`config.mk`:
```
export PLATFORM = sky130hd
export DESIGN_NAME = hypo_sine
export DESIGN_NICKNAME = d
export VERILOG_FILES = /design/src/rtl/hypo_pkg.sv /design/src/rtl/hypo_sine.sv
export SDC_FILE = /design/constraint.sdc
export NUM_CORES = 2
export LEC_CHECK = 0
export BUFFER_PORTS_ARGS = -buffer_cell sky130_fd_sc_hd__clkbuf_2
export CORE_ASPECT_RATIO = 0.75
export CORE_MARGIN = 3
export CORE_UTILIZATION = 55
export CTS_CLUSTER_SIZE = 16
export DETAILED_ROUTE_END_ITERATION = 12
export GPL_ROUTABILITY_DRIVEN = 0
export PLACE_DENSITY = 0.78
export SLEW_MARGIN = 10
export SYNTH_ARGS = -nofsm -noshare
export SYNTH_HDL_FRONTEND = slang
export SYNTH_SLANG_ARGS = --single-unit
```
`constraint.sdc`:
```
create_clock -name aclk -period 15.1 [get_ports aclk]
set_input_delay 2.265 -clock aclk [delete_from_list [all_inputs] [get_ports aclk]]
set_output_delay 2.265 -clock aclk [all_outputs]
set_load 0.02 [all_outputs]
```
`src/rtl/hypo_pkg.sv`:
```
// Shared constants, types and polynomial table for the hypotrochoid point generator.
package hypo_pkg;

    // Configuration register indexes.
    localparam logic [2:0] REG_RING   = 3'd0;
    localparam logic [2:0] REG_WHEEL  = 3'd1;
    localparam logic [2:0] REG_PEN    = 3'd2;
    localparam logic [2:0] REG_CX     = 3'd3;
    localparam logic [2:0] REG_CY     = 3'd4;
    localparam logic [2:0] REG_STEP   = 3'd5;
    localparam logic [2:0] REG_POINTS = 3'd6;

    localparam int Q30_W = 31;

    // Taylor coefficients of sin(pi/2*z) in Q30, index 0 is the linear term.
    function automatic logic [Q30_W-1:0] poly_coef(input logic [2:0] idx);
        logic [Q30_W-1:0] c;
        begin
            case (idx)
                3'd0: c = 31'd1686629713;
                3'd1: c = 31'd693598669;
                3'd2: c = 31'd85569305;
                3'd3: c = 31'd5026995;
                3'd4: c = 31'd172272;
                default: c = 31'd3864;
            endcase
            return c;
        end
    endfunction

    // Request to the shared sine unit.
    typedef struct packed {
        logic start;
        logic cosine;
    } sin_req_t;

endpackage

```
`src/rtl/hypo_sine.sv`:
```
// Iterative quarter-wave sine unit using one shared multiplier.
module hypo_sine import hypo_pkg::*; #(
    parameter int PB = 32,
    parameter int SF = 16
) (
    input  logic                aclk,
    input  logic                aresetn,
    input  sin_req_t            req,
    input  logic [PB-1:0]       phase,
    output logic                done,
    output logic signed [SF+1:0] value
);
    localparam int QB = PB - 2;
    localparam logic [Q30_W-1:0] ONE = 31'(1) << 30;

    localparam logic [2:0] S_IDLE = 3'd0;
    localparam logic [2:0] S_Z2   = 3'd1;
    localparam logic [2:0] S_HORN = 3'd2;
    localparam logic [2:0] S_FIN  = 3'd3;
    localparam logic [2:0] S_OUT  = 3'd4;

    logic [2:0]       st_reg, st_next;
    logic [2:0]       k_reg, k_next;
    logic [Q30_W-1:0] z_reg, z_next, z2_reg, z2_next, p_reg, p_next;
    logic             neg_reg, neg_next;
    logic signed [SF+1:0] val_reg, val_next;
    logic [PB-1:0]    ph;
    logic [QB-1:0]    rem;
    logic [Q30_W-1:0] zraw;
    logic [Q30_W-1:0] ma, mb;
    logic [2*Q30_W-1:0] prod;
    logic [Q30_W-1:0] prod30;
    logic [Q30_W-1:0] rnd;

    assign ph  = req.cosine ? phase + (PB'(1) << QB) : phase;
    assign rem = ph[QB-1:0];
    generate
        if (QB >= 30) begin : g_shr
            assign zraw = Q30_W'(rem >> (QB - 30));
        end else begin : g_shl
            assign zraw = Q30_W'({rem, {(30 - QB){1'b0}}});
        end
    endgenerate

    // Shared 31x31 multiplier.
    always_comb begin
        case (st_reg)
            S_Z2:    begin ma = z_reg;  mb = z_reg; end
            S_HORN:  begin ma = z2_reg; mb = p_reg; end
            default: begin ma = z_reg;  mb = p_reg; end
        endcase
    end
    assign prod   = ma * mb;
    assign prod30 = prod[30 +: Q30_W];
    assign rnd    = prod30 + (Q30_W'(1) << (29 - SF));

    always_comb begin
        st_next  = st_reg;
        k_next   = k_reg;
        z_next   = z_reg;
        z2_next  = z2_reg;
        p_next   = p_reg;
        neg_next = neg_reg;
        val_next = val_reg;
        unique case (st_reg)
            S_IDLE: begin
                if (req.start) begin
                    z_next   = ph[QB] ? ONE - zraw : zraw;
                    neg_next = ph[QB+1];
                    st_next  = S_Z2;
                end
            end
            S_Z2: begin
                z2_next = prod30;
                p_next  = poly_coef(3'd5);
                k_next  = 3'd4;
                st_next = S_HORN;
            end
            S_HORN: begin
                p_next = poly_coef(k_reg) - prod30;
                if (k_reg == 3'd0) st_next = S_FIN;
                else k_next = k_reg - 1'b1;
            end
            S_FIN: begin
                val_next = neg_reg ? -$signed({1'b0, rnd[30:30-SF]})
                                   :  $signed({1'b0, rnd[30:30-SF]});
                st_next  = S_OUT;
            end
            S_OUT: st_next = S_IDLE;
            default: st_next = S_IDLE;
        endcase
    end

    always_ff @(posedge aclk) begin
        if (!aresetn) begin
            st_reg <= S_IDLE;
        end else begin
            st_reg <= st_next;
        end
        k_reg   <= k_next;
        z_reg   <= z_next;
        z2_reg  <= z2_next;
        p_reg   <= p_next;
        neg_reg <= neg_next;
        val_reg <= val_next;
    end

    assign done  = (st_reg == S_OUT);
    assign value = val_reg;
endmodule

```
==> impl_metrics.sql <==
INSERT INTO impl_metrics (metric_group, metric, value, unit) VALUES
('sta', 'setup_tns', '0', 'ps'),
('global_routing', 'first_global_vias', '32500', ''),
('route', 'vias_per_cell', '6.04', ''),
('sta', 'timing.final.hold_violations', '0', ''),
('worst_hold_path', 'min_path_type', 'flip-flop to flip-flop', ''),
('route', 'detailed_routing_wirelength_on_met1', '43900', 'um'),
('critical_path', 'critical_path.most_common_cell', 'sky130_fd_sc_hd__fa_1', ''),
('route', 'drt_iter0_markers', '3916', ''),
('cts', 'post_cts_resized', '0', ''),
('critical_path', 'worstReg2RegStart', 'st_reg[0]', ''),
('synth', 'yosys_warnings', '0', ''),
('sta', 'maxClockFrequency', '74.6', 'MHz'),
('route', 'met2_length', '49100', 'um'),
('worst_hold_path', 'hold_path_depth', '2', ''),
('sta', 'grt_setup_unrepaired', 'false', ''),
('cts', 'htreeDepth', '4', ''),
('synth', 'synth-edff-count', '115', ''),
('route', 'num_vias', '31200', ''),
('finish', 'multi_input_area', '30700', 'sq um'),
('sta', 'worst_clock_skew', '14.9', 'ps'),
('critical_path', 'buffering_stage_count_on_the_worst_path_with_inverters_included', '7', ''),
('synth', 'number_of_distinct_library_cells_after_synthesis', '85', ''),
('route', 'met3RoutedLength', '20500', 'um'),
('synth', 'seq_area_frac_synth', '0.0928', ''),
('run_status', 'failed_checks', 'max-capacitance violations, max-slew violations', ''),
('critical_path', 'critical_path_arrival', '13580', 'ps'),
('global_routing', 'grt_antenna_before_repair', '0', ''),
('cts', 'clkLatencyLatePin', '420', 'ps'),
('cts', 'cts.sink_count', '118', ''),
('floorplan', 'io_pins', '55', ''),
('critical_path', 'critical-path-slowest-cell', 'sky130_fd_sc_hd__nor4_2', ''),
('finish', 'fin_nets', '5425', ''),
('synth', 'ys_async_sr_fraction', '0', ''),
('finish', 'final_cell_mix', 'sky130_fd_sc_hd__inv_1, sky130_fd_sc_hd__fa_1, sky130_fd_sc_hd__nor2_1', ''),
('route', 'postRouteWirelength', '122000', 'um'),
('global_routing', 'first_pass_grt_wire_length', '188000', 'um'),
('route', 'post-route-drc-count', '0', ''),
('cts', 'cts_tree', 'built', ''),
('cts', 'clk_pin_slew_worst_setup_hold_paths', '70', 'ps'),
('sta', 'worst_slew_margin_rel', '-0.00996', ''),
('synth', 'ys_ff_latch', '118', ''),
('placement', 'place.detailed.hpwl', '94700', 'um'),
('run_status', 'outcome', 'finished, violations left', ''),
('cts', 'clock_tree.buffer_depth', '2', ''),
('route', 'wirelength_per_cell', '23.6', 'um'),
('critical_path', 'timing.critical_path.depth', '41', ''),
('finish', 'fraction_of_layout_instances_using_a_drive_strength_above_1', '0.0669', ''),
('synth', 'netlist_area', '37900', 'sq um'),
('cts', 'clockRootBuffer', 'sky130_fd_sc_hd__clkbuf_16', ''),
('finish', 'sequential_cell_area', '3510', 'sq um'),
('flow_run', 'max_cap_viol_count', '1', ''),
('critical_path', 'ff2ff_setup_slack', '1690', 'ps'),
('synth', 'synthesis.nets', '5442', ''),
('synth', 'postSynthCellCount', '4291', ''),
('critical_path', 'worstRegToRegCells', '41', ''),
('route', 'final_antenna_net_count', '0', ''),
('global_routing', 'grt-ovfl-total', '0', ''),
('placement', 'port_buffers', '54', ''),
('floorplan', 'initial_utilization', '0.561', ''),
('critical_path', 'worstPathRequired', '15270', 'ps'),
('synth', 'dominantRegCellSynth', 'sky130_fd_sc_hd__edfxtp_1', ''),
('floorplan', 'die_height', '233', 'um'),
('route', 'drt-pass1-iter-count', '7', ''),
('global_routing', 'grt.total_usage', '0.349', ''),
('finish', 'layout.cells.most_common', 'sky130_fd_sc_hd__inv_1', ''),
('cts', 'postCtsSetupRepairBufs', '0', ''),
('sta', 'timing_max_transition_violations_final', '1', ''),
('floorplan', 'fp.coreArea', '67500', 'sq um'),
('critical_path', 'path_max_fanout', '40', ''),
('sta', 'report.final.setup_viol', '0', ''),
('critical_path', 'crit_path_end_kind', 'flip-flop', '');
tightest hold or removal path: stages, from the launching register on:
cell                      delay, ps
sky130_fd_sc_hd__dfxtp_1        410
sky130_fd_sc_hd__mux2i_1        170
sky130_fd_sc_hd__nor2_1          90
cell type report:
cell class,instances,share of cell area
sequential,118,0.0877
inverter,855,0.0801
timing repair buffer,142,0.0232
multi-input combinational,3140,0.767
clock inverter,15,0.00422
antenna,1,0.0000624
clock buffer,17,0.0106
tap,882,0.0275
how the worst max path moves through the flow:
stage | startpoint | end | slack [ps]
3_5_place_dp | st_reg[0] | p_reg[28] | 2260
2_1_floorplan | st_reg[2] | p_reg[28] | 3770
6_report | st_reg[0] | p_reg[28] | 1690
3_3_place_gp | st_reg[0] | p_reg[28] | 2580
4_1_cts | st_reg[0] | p_reg[28] | 2190
5_1_grt | st_reg[0] | p_reg[28] | 1130
routing by layer:
| metal | vias up | track usage |
|---|---|---|
| met1 | 15300 | 0.452 |
| met5 | - | 0 |
| met2 | 2367 | 0.494 |
| li1 | 13000 | - |
| met4 | 2 | 0.199 |
| met3 | 527 | 0.146 |
logic make-up (layout without fill, tap and decap cells):
family,after synthesis,count (layout),synth area share
buffers and inverters,1033,1029,0.103
other,0,1,0
and+or+nand+nor,1498,1498,0.164
AOI/OAI and AO/OA,323,323,0.0548
muxes,92,92,0.0252
xor gates and xnor gates,112,112,0.0263
adders and majority gates,1115,1115,0.534
DFF,118,118,0.0928
cells in the mapped netlist, types with 10 or more instances:
cell type,n,area share
sky130_fd_sc_hd__o31ai_1,10,0.0020
sky130_fd_sc_hd__or2_2,10,0.0017
sky130_fd_sc_hd__edfxtp_1,115,0.091
sky130_fd_sc_hd__nor3_1,38,0.0050
sky130_fd_sc_hd__xor2_1,35,0.0081
sky130_fd_sc_hd__o211ai_1,14,0.0028
sky130_fd_sc_hd__nand3_1,18,0.0024
sky130_fd_sc_hd__a31oi_1,11,0.0018
sky130_fd_sc_hd__nand2_1,625,0.062
sky130_fd_sc_hd__inv_1,852,0.084
sky130_fd_sc_hd__a21o_1,21,0.0042
sky130_fd_sc_hd__fa_1,836,0.44
sky130_fd_sc_hd__nor4_1,14,0.0023
sky130_fd_sc_hd__ha_1,279,0.092
sky130_fd_sc_hd__nand2b_1,21,0.0035
sky130_fd_sc_hd__nor2b_1,14,0.0023
sky130_fd_sc_hd__mux2_2,27,0.0080
sky130_fd_sc_hd__and3_1,10,0.0017
sky130_fd_sc_hd__nor2_1,656,0.065
sky130_fd_sc_hd__nand4_1,32,0.0053
sky130_fd_sc_hd__mux2i_1,65,0.017
sky130_fd_sc_hd__xnor2_1,75,0.017
sky130_fd_sc_hd__a21oi_1,97,0.013
sky130_fd_sc_hd__clkbuf_1,166,0.016
sky130_fd_sc_hd__o21a_1,14,0.0028
sky130_fd_sc_hd__o21ai_0,77,0.010
sky130_fd_sc_hd__a211oi_1,12,0.0024
sky130_fd_sc_hd__and2_1,15,0.0025
metrics by stage:
step,area [sq um],worst slack [ps],util,hold WS [ps],instances
5_1_grt,40100,1130,0.594,753,5169
3_5_place_dp,39500,2260,0.585,693,5137
4_1_cts,40100,2190,0.594,706,5169
6_report,40100,1690,0.594,711,5170
3_3_place_gp,39500,2580,0.585,667,5137
2_1_floorplan,37900,3770,-,597,4291
Power is not shown: default switching activity piles up to over one toggle a cycle in this logic, so the estimate is an artifact.
