`config.mk`:
```
export PLATFORM = sky130hd
export DESIGN_NAME = hypo_div
export DESIGN_NICKNAME = d
export VERILOG_FILES = /design/src/rtl/hypo_pkg.sv /design/src/rtl/hypo_div.sv
export SDC_FILE = /design/constraint.sdc
export NUM_CORES = 1
export LEC_CHECK = 0
export ABC_AREA = 1
export ABC_CLOCK_PERIOD_IN_PS = 3940
export BUFFER_PORTS_ARGS = -buffer_cell sky130_fd_sc_hd__buf_2
export CAP_MARGIN = 20
export CORE_UTILIZATION = 55
export DETAILED_ROUTE_END_ITERATION = 16
export PLACE_DENSITY_LB_ADDON = 0.12
export SKIP_CTS_REPAIR_TIMING = 1
export SYNTH_ARGS = -nofsm -noshare
export SYNTH_HDL_FRONTEND = slang
export SYNTH_SLANG_ARGS = --single-unit
```
`constraint.sdc`:
```
create_clock -name aclk -period 3.94 [get_ports aclk]
set_input_delay 0.197 -clock aclk [delete_from_list [all_inputs] [get_ports aclk]]
set_output_delay 0.197 -clock aclk [all_outputs]
set_load 0.02 [all_outputs]
```
`src/rtl/hypo_pkg.sv`:
```
// Shared constants, types and polynomial table for the hypotrochoid point generator.
package hypo_pkg;

    // Configuration register indexes.
    localparam logic [2:0] REG_RING   = 3'd0;
    localparam logic [2:0] REG_WHEEL  = 3'd1;
    localparam logic [2:0] REG_PEN    = 3'd2;
    localparam logic [2:0] REG_CX     = 3'd3;
    localparam logic [2:0] REG_CY     = 3'd4;
    localparam logic [2:0] REG_STEP   = 3'd5;
    localparam logic [2:0] REG_POINTS = 3'd6;

    localparam int Q30_W = 31;

    // Taylor coefficients of sin(pi/2*z) in Q30, index 0 is the linear term.
    function automatic logic [Q30_W-1:0] poly_coef(input logic [2:0] idx);
        logic [Q30_W-1:0] c;
        begin
            case (idx)
                3'd0: c = 31'd1686629713;
                3'd1: c = 31'd693598669;
                3'd2: c = 31'd85569305;
                3'd3: c = 31'd5026995;
                3'd4: c = 31'd172272;
                default: c = 31'd3864;
            endcase
            return c;
        end
    endfunction

    // Request to the shared sine unit.
    typedef struct packed {
        logic start;
        logic cosine;
    } sin_req_t;

endpackage

```
`src/rtl/hypo_div.sv`:
```
// Radix-2 restoring divider shared for the second phase step and the pen gain.
module hypo_div import hypo_pkg::*; #(
    parameter int NW = 59,
    parameter int DW = 11
) (
    input  logic          aclk,
    input  logic          aresetn,
    input  logic          start,
    input  logic [NW-1:0] numer,
    input  logic [DW-1:0] denom,
    output logic          done,
    output logic [NW-1:0] quot
);
    localparam int CW = $clog2(NW + 1);

    logic [NW-1:0] q_reg, q_next;
    logic [DW:0]   rem_reg, rem_next;
    logic [CW-1:0] cnt_reg, cnt_next;
    logic          busy_reg, busy_next;
    logic          done_reg, done_next;
    logic [DW+1:0] trial;

    // One quotient bit per cycle.
    always_comb begin
        q_next    = q_reg;
        rem_next  = rem_reg;
        cnt_next  = cnt_reg;
        busy_next = busy_reg;
        done_next = 1'b0;
        trial     = {rem_reg, q_reg[NW-1]} - {2'b00, denom};
        if (start) begin
            q_next    = numer;
            rem_next  = '0;
            cnt_next  = CW'(NW);
            busy_next = 1'b1;
        end else if (busy_reg) begin
            if (!trial[DW+1]) begin
                rem_next = trial[DW:0];
                q_next   = {q_reg[NW-2:0], 1'b1};
            end else begin
                rem_next = {rem_reg[DW-1:0], q_reg[NW-1]};
                q_next   = {q_reg[NW-2:0], 1'b0};
            end
            cnt_next = cnt_reg - 1'b1;
            if (cnt_reg == CW'(1)) begin
                busy_next = 1'b0;
                done_next = 1'b1;
            end
        end
    end

    always_ff @(posedge aclk) begin
        if (!aresetn) begin
            busy_reg <= 1'b0;
            done_reg <= 1'b0;
            cnt_reg  <= '0;
        end else begin
            busy_reg <= busy_next;
            done_reg <= done_next;
            cnt_reg  <= cnt_next;
        end
        q_reg   <= q_next;
        rem_reg <= rem_next;
    end

    assign done = done_reg;
    assign quot = q_reg;
endmodule

```
==> results.json, run 1 <==
{
  "drive_above_1_share_pct": 24.58,
  "port-buffer-count": 132,
  "cp_top_family": "simple AND/OR/NAND/NOR gates",
  "whs_endpoint": "cnt_reg[3]",
  "critPathKind": "reg2reg",
  "cp_slowest_stage_delay_ps": 430,
  "fin_nets": 737,
  "cp-end-kind": "flop",
  "worst_pin_slew_ps": 1018,
  "synthesis.instances": 522,
  "p_int_w": 0.001499,
  "insertion_delay_ps": 350,
  "drtPass1Iterations": 5,
  "grt_antenna_before_repair": 0,
  "wl_per_cell_um": 12.19,
  "clkPwrFrac_pct": 27.4,
  "cts_root_buf": "clkbuf_8",
  "avgSynthCellArea_um2": 7.931,
  "die_x_um": 88.76,
  "p_seq_share_pct": 47.2,
  "total_leakage_power_nw": 2.724,
  "avgViaCountPerCell": 4.906,
  "clock-sinks": 79,
  "ys_warn_count": 0,
  "switching_share_pct": 33.03,
  "period_share_pct": 54.74,
  "drtIter0Drc": 211,
  "synth-seq-cells": 79,
  "power_frac_comb_pct": 25.3,
  "fin_tns_setup_ps": 0,
  "fmax_ghz": 0.4637,
  "drtAntennaViolNets": 0,
  "cts_tree": "done",
  "grt_start_max_net_pins": 64,
  "final_cells": 754,
  "slew_headroom_pct": 32.11,
  "grt_overflow": 0,
  "dp_hpwl_mm": 6.555,
  "ys.flop_type": "edfxtp_1",
  "syn-cell-area_um2": 4140,
  "top_layer": "met4",
  "slowest_stage": "fa_1",
  "crit_path_max_fanout": 13,
  "reg2reg_depth": 10,
  "dr_wl_met3_um": 521,
  "hold_class": "in2reg",
  "rsz0062_at_grt": "no",
  "setup_viol": 0,
  "path_clk_slew_ps": 80,
  "cp.required_ps": 4030,
  "post-place-cells": 738,
  "r2r-end": "quot[0]",
  "drcViolationCount": 0,
  "dieArea_um2": 7878,
  "route.vias.total": 3699,
  "core_area_um2": 7253,
  "synthesis.nets": 609,
  "min_period_ps": 2157,
  "cts_made_buffers": 9,
  "die_h_um": 88.76,
  "track_usage_pct": 23.04,
  "cp-start-kind": "flop",
  "gp_congestion": 0.9206,
  "grt_pass1_vias": 3138,
  "wl_met1_mm": 4.046,
  "hold_viol": 0,
  "arrival_ps": 2250,
  "cp.depth": 10,
  "whs_ps": 105.1,
  "seq_area_frac_synth_pct": 52.46,
  "maxCapViolCount": 0,
  "wirelength_mm": 9.189,
  "worstHoldStart": "aresetn",
  "crit_chain": "inv_1 -> ha_1 -> inv_1 -> fa_1 -> nand3_1 -> nand3_2 -> nand3_2 -> nand4_1 -> nand2_2 -> o21ai_0",
  "row_count": 31,
  "rr_startpoint": "quot[58]",
  "worst_ir_drop_vdd_v": 0.0002119,
  "power.density_nw_per_um2": 442.6,
  "fin_skew_ps": 15.53,
  "io_pins": 133,
  "p_total_w": 0.002239,
  "reg2reg_slack_ps": 1780,
  "synthArstFlopShare_pct": 0,
  "synth_edf_count": 59,
  "htreeDepth": 3,
  "met2WireLength_mm": 4.436,
  "holdPathStages": 3,
  "antenna_cells": 0,
  "status": "completed",
  "path_buf_inv": 2,
  "grt_first_pass_wirelength_mm": 13.70,
  "cts_buffer_depth": 2,
  "switching_power_w": 0.0007396,
  "drv_slew": 0,
  "syn_to_final_growth_pct": 22.18,
  "largest_reg_flops": 59,
  "synth_cell_types": 26,
  "initial_core_util_pct": 57.08
}
==> kinds of logic (layout without fill, tap and decap cells) <==
kind of cell / count (synthesis) / after routing / synth area share, %
AO/OA/AOI/OAI: 17 / 17 / 2.327
buffers and inverters: 74 / 207 / 7.162
XOR/XNOR: 8 / 8 / 1.692
AND/OR/NAND/NOR: 330 / 330 / 31.94
adder cells (fa/ha/maj): 14 / 14 / 4.412
flip-flops: 79 / 79 / 52.46
==> per-layer routing <==
metal / up-vias / track usage [%]
li1: 1898 / -
met1: 1663 / 29.40
met2: 121 / 37.83
met3: 17 / 4.757
met4: 0 / 10.56
met5: - / 0
==> worst max path at each step <==
stage	start	end	slack, ps
3_5_place_dp	quot[58]	quot[0]	1820
3_3_place_gp	quot[58]	quot[0]	1880
5_1_grt	quot[58]	rem_reg[10]	1580
4_1_cts	quot[58]	quot[0]	1800
6_report	quot[58]	quot[0]	1780
2_1_floorplan	start	quot[0]	1770
==> power groups by stage <==
stage                     sequential, W  clock (W)  combinational (W)
final                           0.00106   0.000614           0.000567
after global routing            0.00107   0.000660           0.000636
after CTS                       0.00106   0.000632           0.000569
after detailed placement        0.00107          0           0.000568
after global placement          0.00107          0           0.000555
after floorplan                 0.00115          0           0.000330
==> final cells by class <==
cell class	count	area, um^2
well taps	99	123.9
clock buffers	9	123.9
repair buffers	134	675.6
flip-flops and latches	79	2172
multi-input cells	369	1672
inverters	57	214.0
fillers	618	2195
clock inverters	7	77.57
==> per-stage QoR <==
stage | setup slack, ps | utilization (%) | cell area [um^2]
2_1_floorplan | 1774 | - | 4140
3_3_place_gp | 1876 | 66.97 | 4857
3_5_place_dp | 1815 | 66.97 | 4857
4_1_cts | 1799 | 69.74 | 5059
5_1_grt | 1583 | 69.74 | 5059
6_report | 1783 | 69.74 | 5059
==> synthesized netlist by cell type, types with 4 or more instances <==
master	count	area, um^2
nand2_1	272	1021
edfxtp_1	59	1772
inv_1	56	210.2
nand3_1	23	115.1
dfxtp_1	20	400.4
nor2_1	17	63.81
clkbuf_1	14	52.55
ha_1	13	162.7
a21oi_1	8	40.04
nand4_1	7	43.79
nand2_2	5	31.28
xor2_1	5	43.79
o21ai_0	4	20.02
==> tightest hold or removal path: cells and delay by family <==
family                 cells  cell delay, ps
AOI/OAI and AO/OA          1              80
buffers and inverters      2             140
==> placed cells by master (no fill, tap or decap), types with 2 or more instances in the layout <==
master    count
edfxtp_1     59
nand4_1       7
nor2_1       17
nand3_2       3
inv_6         2
buf_2       132
inv_1        55
nand2_1     272
nand2_2       5
ha_1         13
dfxtp_1      20
o21ai_0       4
clkbuf_8      9
a31oi_1       2
xor2_1        5
clkinv_2      2
buf_4         2
nand3_1      23
xnor2_1       3
inv_2         2
a21oi_1       8
Note: power is estimated with default switching activity, not from simulation.
==> run 2: changes to the inputs <==
--- a/config.mk
+++ b/config.mk
@@ -5,11 +5,11 @@
 export SDC_FILE = /design/constraint.sdc
 export NUM_CORES = 1
 export LEC_CHECK = 0
-export ABC_AREA = 1
-export ABC_CLOCK_PERIOD_IN_PS = 3940
+export ABC_AREA = 0
+export ABC_CLOCK_PERIOD_IN_PS = 2200
 export BUFFER_PORTS_ARGS = -buffer_cell sky130_fd_sc_hd__buf_2
 export CAP_MARGIN = 20
-export CORE_UTILIZATION = 55
+export CORE_UTILIZATION = 51
 export DETAILED_ROUTE_END_ITERATION = 16
 export PLACE_DENSITY_LB_ADDON = 0.12
 export SKIP_CTS_REPAIR_TIMING = 1
==> constraint.sdc (replaced) <==
create_clock -name aclk -period 2.2 [get_ports aclk]
set_input_delay 0.11 -clock aclk [delete_from_list [all_inputs] [get_ports aclk]]
set_output_delay 0.11 -clock aclk [all_outputs]
set_load 0.02 [all_outputs]
==> run 2 against run 1 <==
The run now ends with negative setup slack left. Die area up 4.5%. Count of clock-buffer cells in the layout is 3 higher. Power rose by 87%.
==> results.json, run 2 <==
{
  "worst_ir_drop_vdd_v": 0.0005930,
  "syn_to_final_growth_pct": 33.29,
  "avgSynthCellArea_um2": 12.43,
  "min_period_ps": 2802,
  "hold_class": "in2reg",
  "grt_first_pass_wirelength_mm": 14.62,
  "seq_area_frac_synth_pct": 54.11,
  "synth_edf_count": 59,
  "gp_congestion": 0.8507,
  "io_pins": 133,
  "cp.required_ps": 2460,
  "grt_pass1_vias": 3021,
  "antenna_cells": 0,
  "dp_hpwl_mm": 6.908,
  "cts_buffer_depth": 2,
  "drcViolationCount": 0,
  "rsz0062_at_grt": "yes",
  "initial_core_util_pct": 53.90,
  "cp_slowest_stage_delay_ps": 550,
  "synthesis.nets": 410,
  "crit_chain": "inv_2 -> ha_4 -> inv_2 -> fa_2 -> a21o_1 -> a2111oi_4 -> a211oi_2 -> o21a_1 -> or4b_4 -> a311oi_2",
  "power.density_nw_per_um2": 781.4,
  "fin_skew_ps": 10.07,
  "slew_headroom_pct": 67.56,
  "clock-sinks": 79,
  "nFillCells": 562,
  "p_total_w": 0.004181,
  "drtAntennaViolNets": 0,
  "synth_area_leader_cell": "edfxtp_1",
  "route.vias.total": 3137,
  "cp-start-kind": "flop",
  "grt_start_max_net_pins": 31,
  "synth-seq-cells": 79,
  "ys_warn_count": 0,
  "port-buffer-count": 132,
  "core_area_um2": 7447,
  "final_common_cell": "buf_2",
  "worst_slack_ps": -602.5,
  "die_h_um": 90.72,
  "syn-cell-area_um2": 4014,
  "synthesis.instances": 323,
  "drtIter0Drc": 152,
  "die_x_um": 90.72,
  "maxCapViolCount": 0,
  "synth_top_area_share_pct": 44.14,
  "synth_cell_types": 47,
  "dieArea_um2": 8229,
  "synth_common_cells": "edfxtp_1, mux2_2, dfxtp_1, nor2_1, inv_1",
  "cts_tree": "done",
  "status": "complete, but fails checks",
  "layout.cells.most_common_list": "buf_2, edfxtp_1, mux2_2, buf_4",
  "avgViaCountPerCell": 5.246,
  "synth.top_cells.by_area": "edfxtp_1, mux2_2, dfxtp_1",
  "crit_path_max_fanout": 4,
  "yosysMostFrequentCell": "edfxtp_1",
  "wirelength_mm": 9.294,
  "ys.flop_type": "edfxtp_1",
  "drtPass1Iterations": 5,
  "arrival_ps": 3060,
  "cp-end-kind": "flop",
  "insertion_delay_ps": 350,
  "row_count": 31,
  "worst_pin_slew_ps": 482.1,
  "path_clk_slew_ps": 80,
  "hold_viol": 0,
  "drive_above_1_share_pct": 52.10,
  "whs_ps": 53.35,
  "cts_made_buffers": 9,
  "fmax_ghz": 0.3568,
  "cpMostUsedCell": "inv_2",
  "violations": "negative setup slack",
  "largest_reg_flops": 59,
  "cts_root_buf": "clkbuf_8",
  "total_leakage_power_nw": 2.319,
  "grt_overflow": 0,
  "synthArstFlopShare_pct": 0,
  "fin_nets": 581,
  "period_share_pct": 127.4,
  "htreeDepth": 3,
  "wl_per_cell_um": 15.54,
  "grt_antenna_before_repair": 0,
  "slowest_stage": "or4b_4",
  "track_usage_pct": 22.73,
  "drv_slew": 0,
  "critPathKind": "reg2reg",
  "setup_viol": 13
}
run 2: through the flow:
stage	util, %	TNS, ps	instances	cell area [um^2]	setup WS, ps
4_1_cts	71.30	-7282	597	5310	-678.8
6_report	71.84	-6672	598	5350	-602.5
3_3_place_gp	68.18	-5894	581	5077	-519.4
2_1_floorplan	-	-6065	323	4026	-613.3
3_5_place_dp	68.18	-6978	581	5077	-674.9
5_1_grt	71.84	-8809	598	5350	-734.0
run 2: final timing paths:
kind,start,cells past startpoint,slack [ps],end
hold reg to reg,rem_reg[6],2,530,rem_reg[6]
setup reg to reg,quot[58],10,-600,rem_reg[9]
setup / recovery,quot[58],10,-600,rem_reg[9]
hold / removal,aresetn,2,50,cnt_reg[5]
run 2: layout make-up:
type	instances	area, um^2	area share [%]
clock buffer	12	156.4	2.923
clock inverter	4	76.32	1.427
inverter	19	71.32	1.333
multi-input combinational	209	1747	32.65
sequential	79	2172	40.60
tap	99	123.9	2.315
timing repair buffer	176	1003	18.76
run 2: layer usage:
| metal | share of wire [%] | GRT usage (%) | wire, um | vias to the layer above |
|---|---|---|---|---|
| li1 | - | - | - | 1556 |
| met1 | 44 | 28.82 | 4081 | 1468 |
| met2 | 50 | 38.45 | 4625 | 103 |
| met3 | 5.1 | 5.219 | 474 | 10 |
| met4 | 1.2 | 7.124 | 113 | 0 |
| met5 | 0 | 0 | 0 | - |
run 2: report_power, final:
group / switching, W / internal [W] / leakage (nW)
sequential: 0.0000881 / 0.00179 / 0.759
combinational: 0.000564 / 0.000499 / 1.45
clock: 0.000527 / 0.000713 / 0.112
run 2: logic make-up (layout without fill, tap and decap cells):
logic type / Yosys count / in the layout / share of synthesized area [%]
compound gates: 60 / 60 / 11.13
xor+xnor: 10 / 10 / 2.182
fa+ha+maj: 14 / 14 / 4.551
buf+inv: 35 / 211 / 3.304
flops: 79 / 79 / 54.11
mux: 59 / 59 / 16.52
simple gates: 66 / 66 / 8.198
run 2: critical path: cells and delay by family, from the launching register on:
kind,cells,cell delay [ps]
adders and majority gates,2,470
AOI/OAI and AO/OA,5,1150
and+or+nand+nor,1,550
buffers and inverters,2,130
DFF,1,400
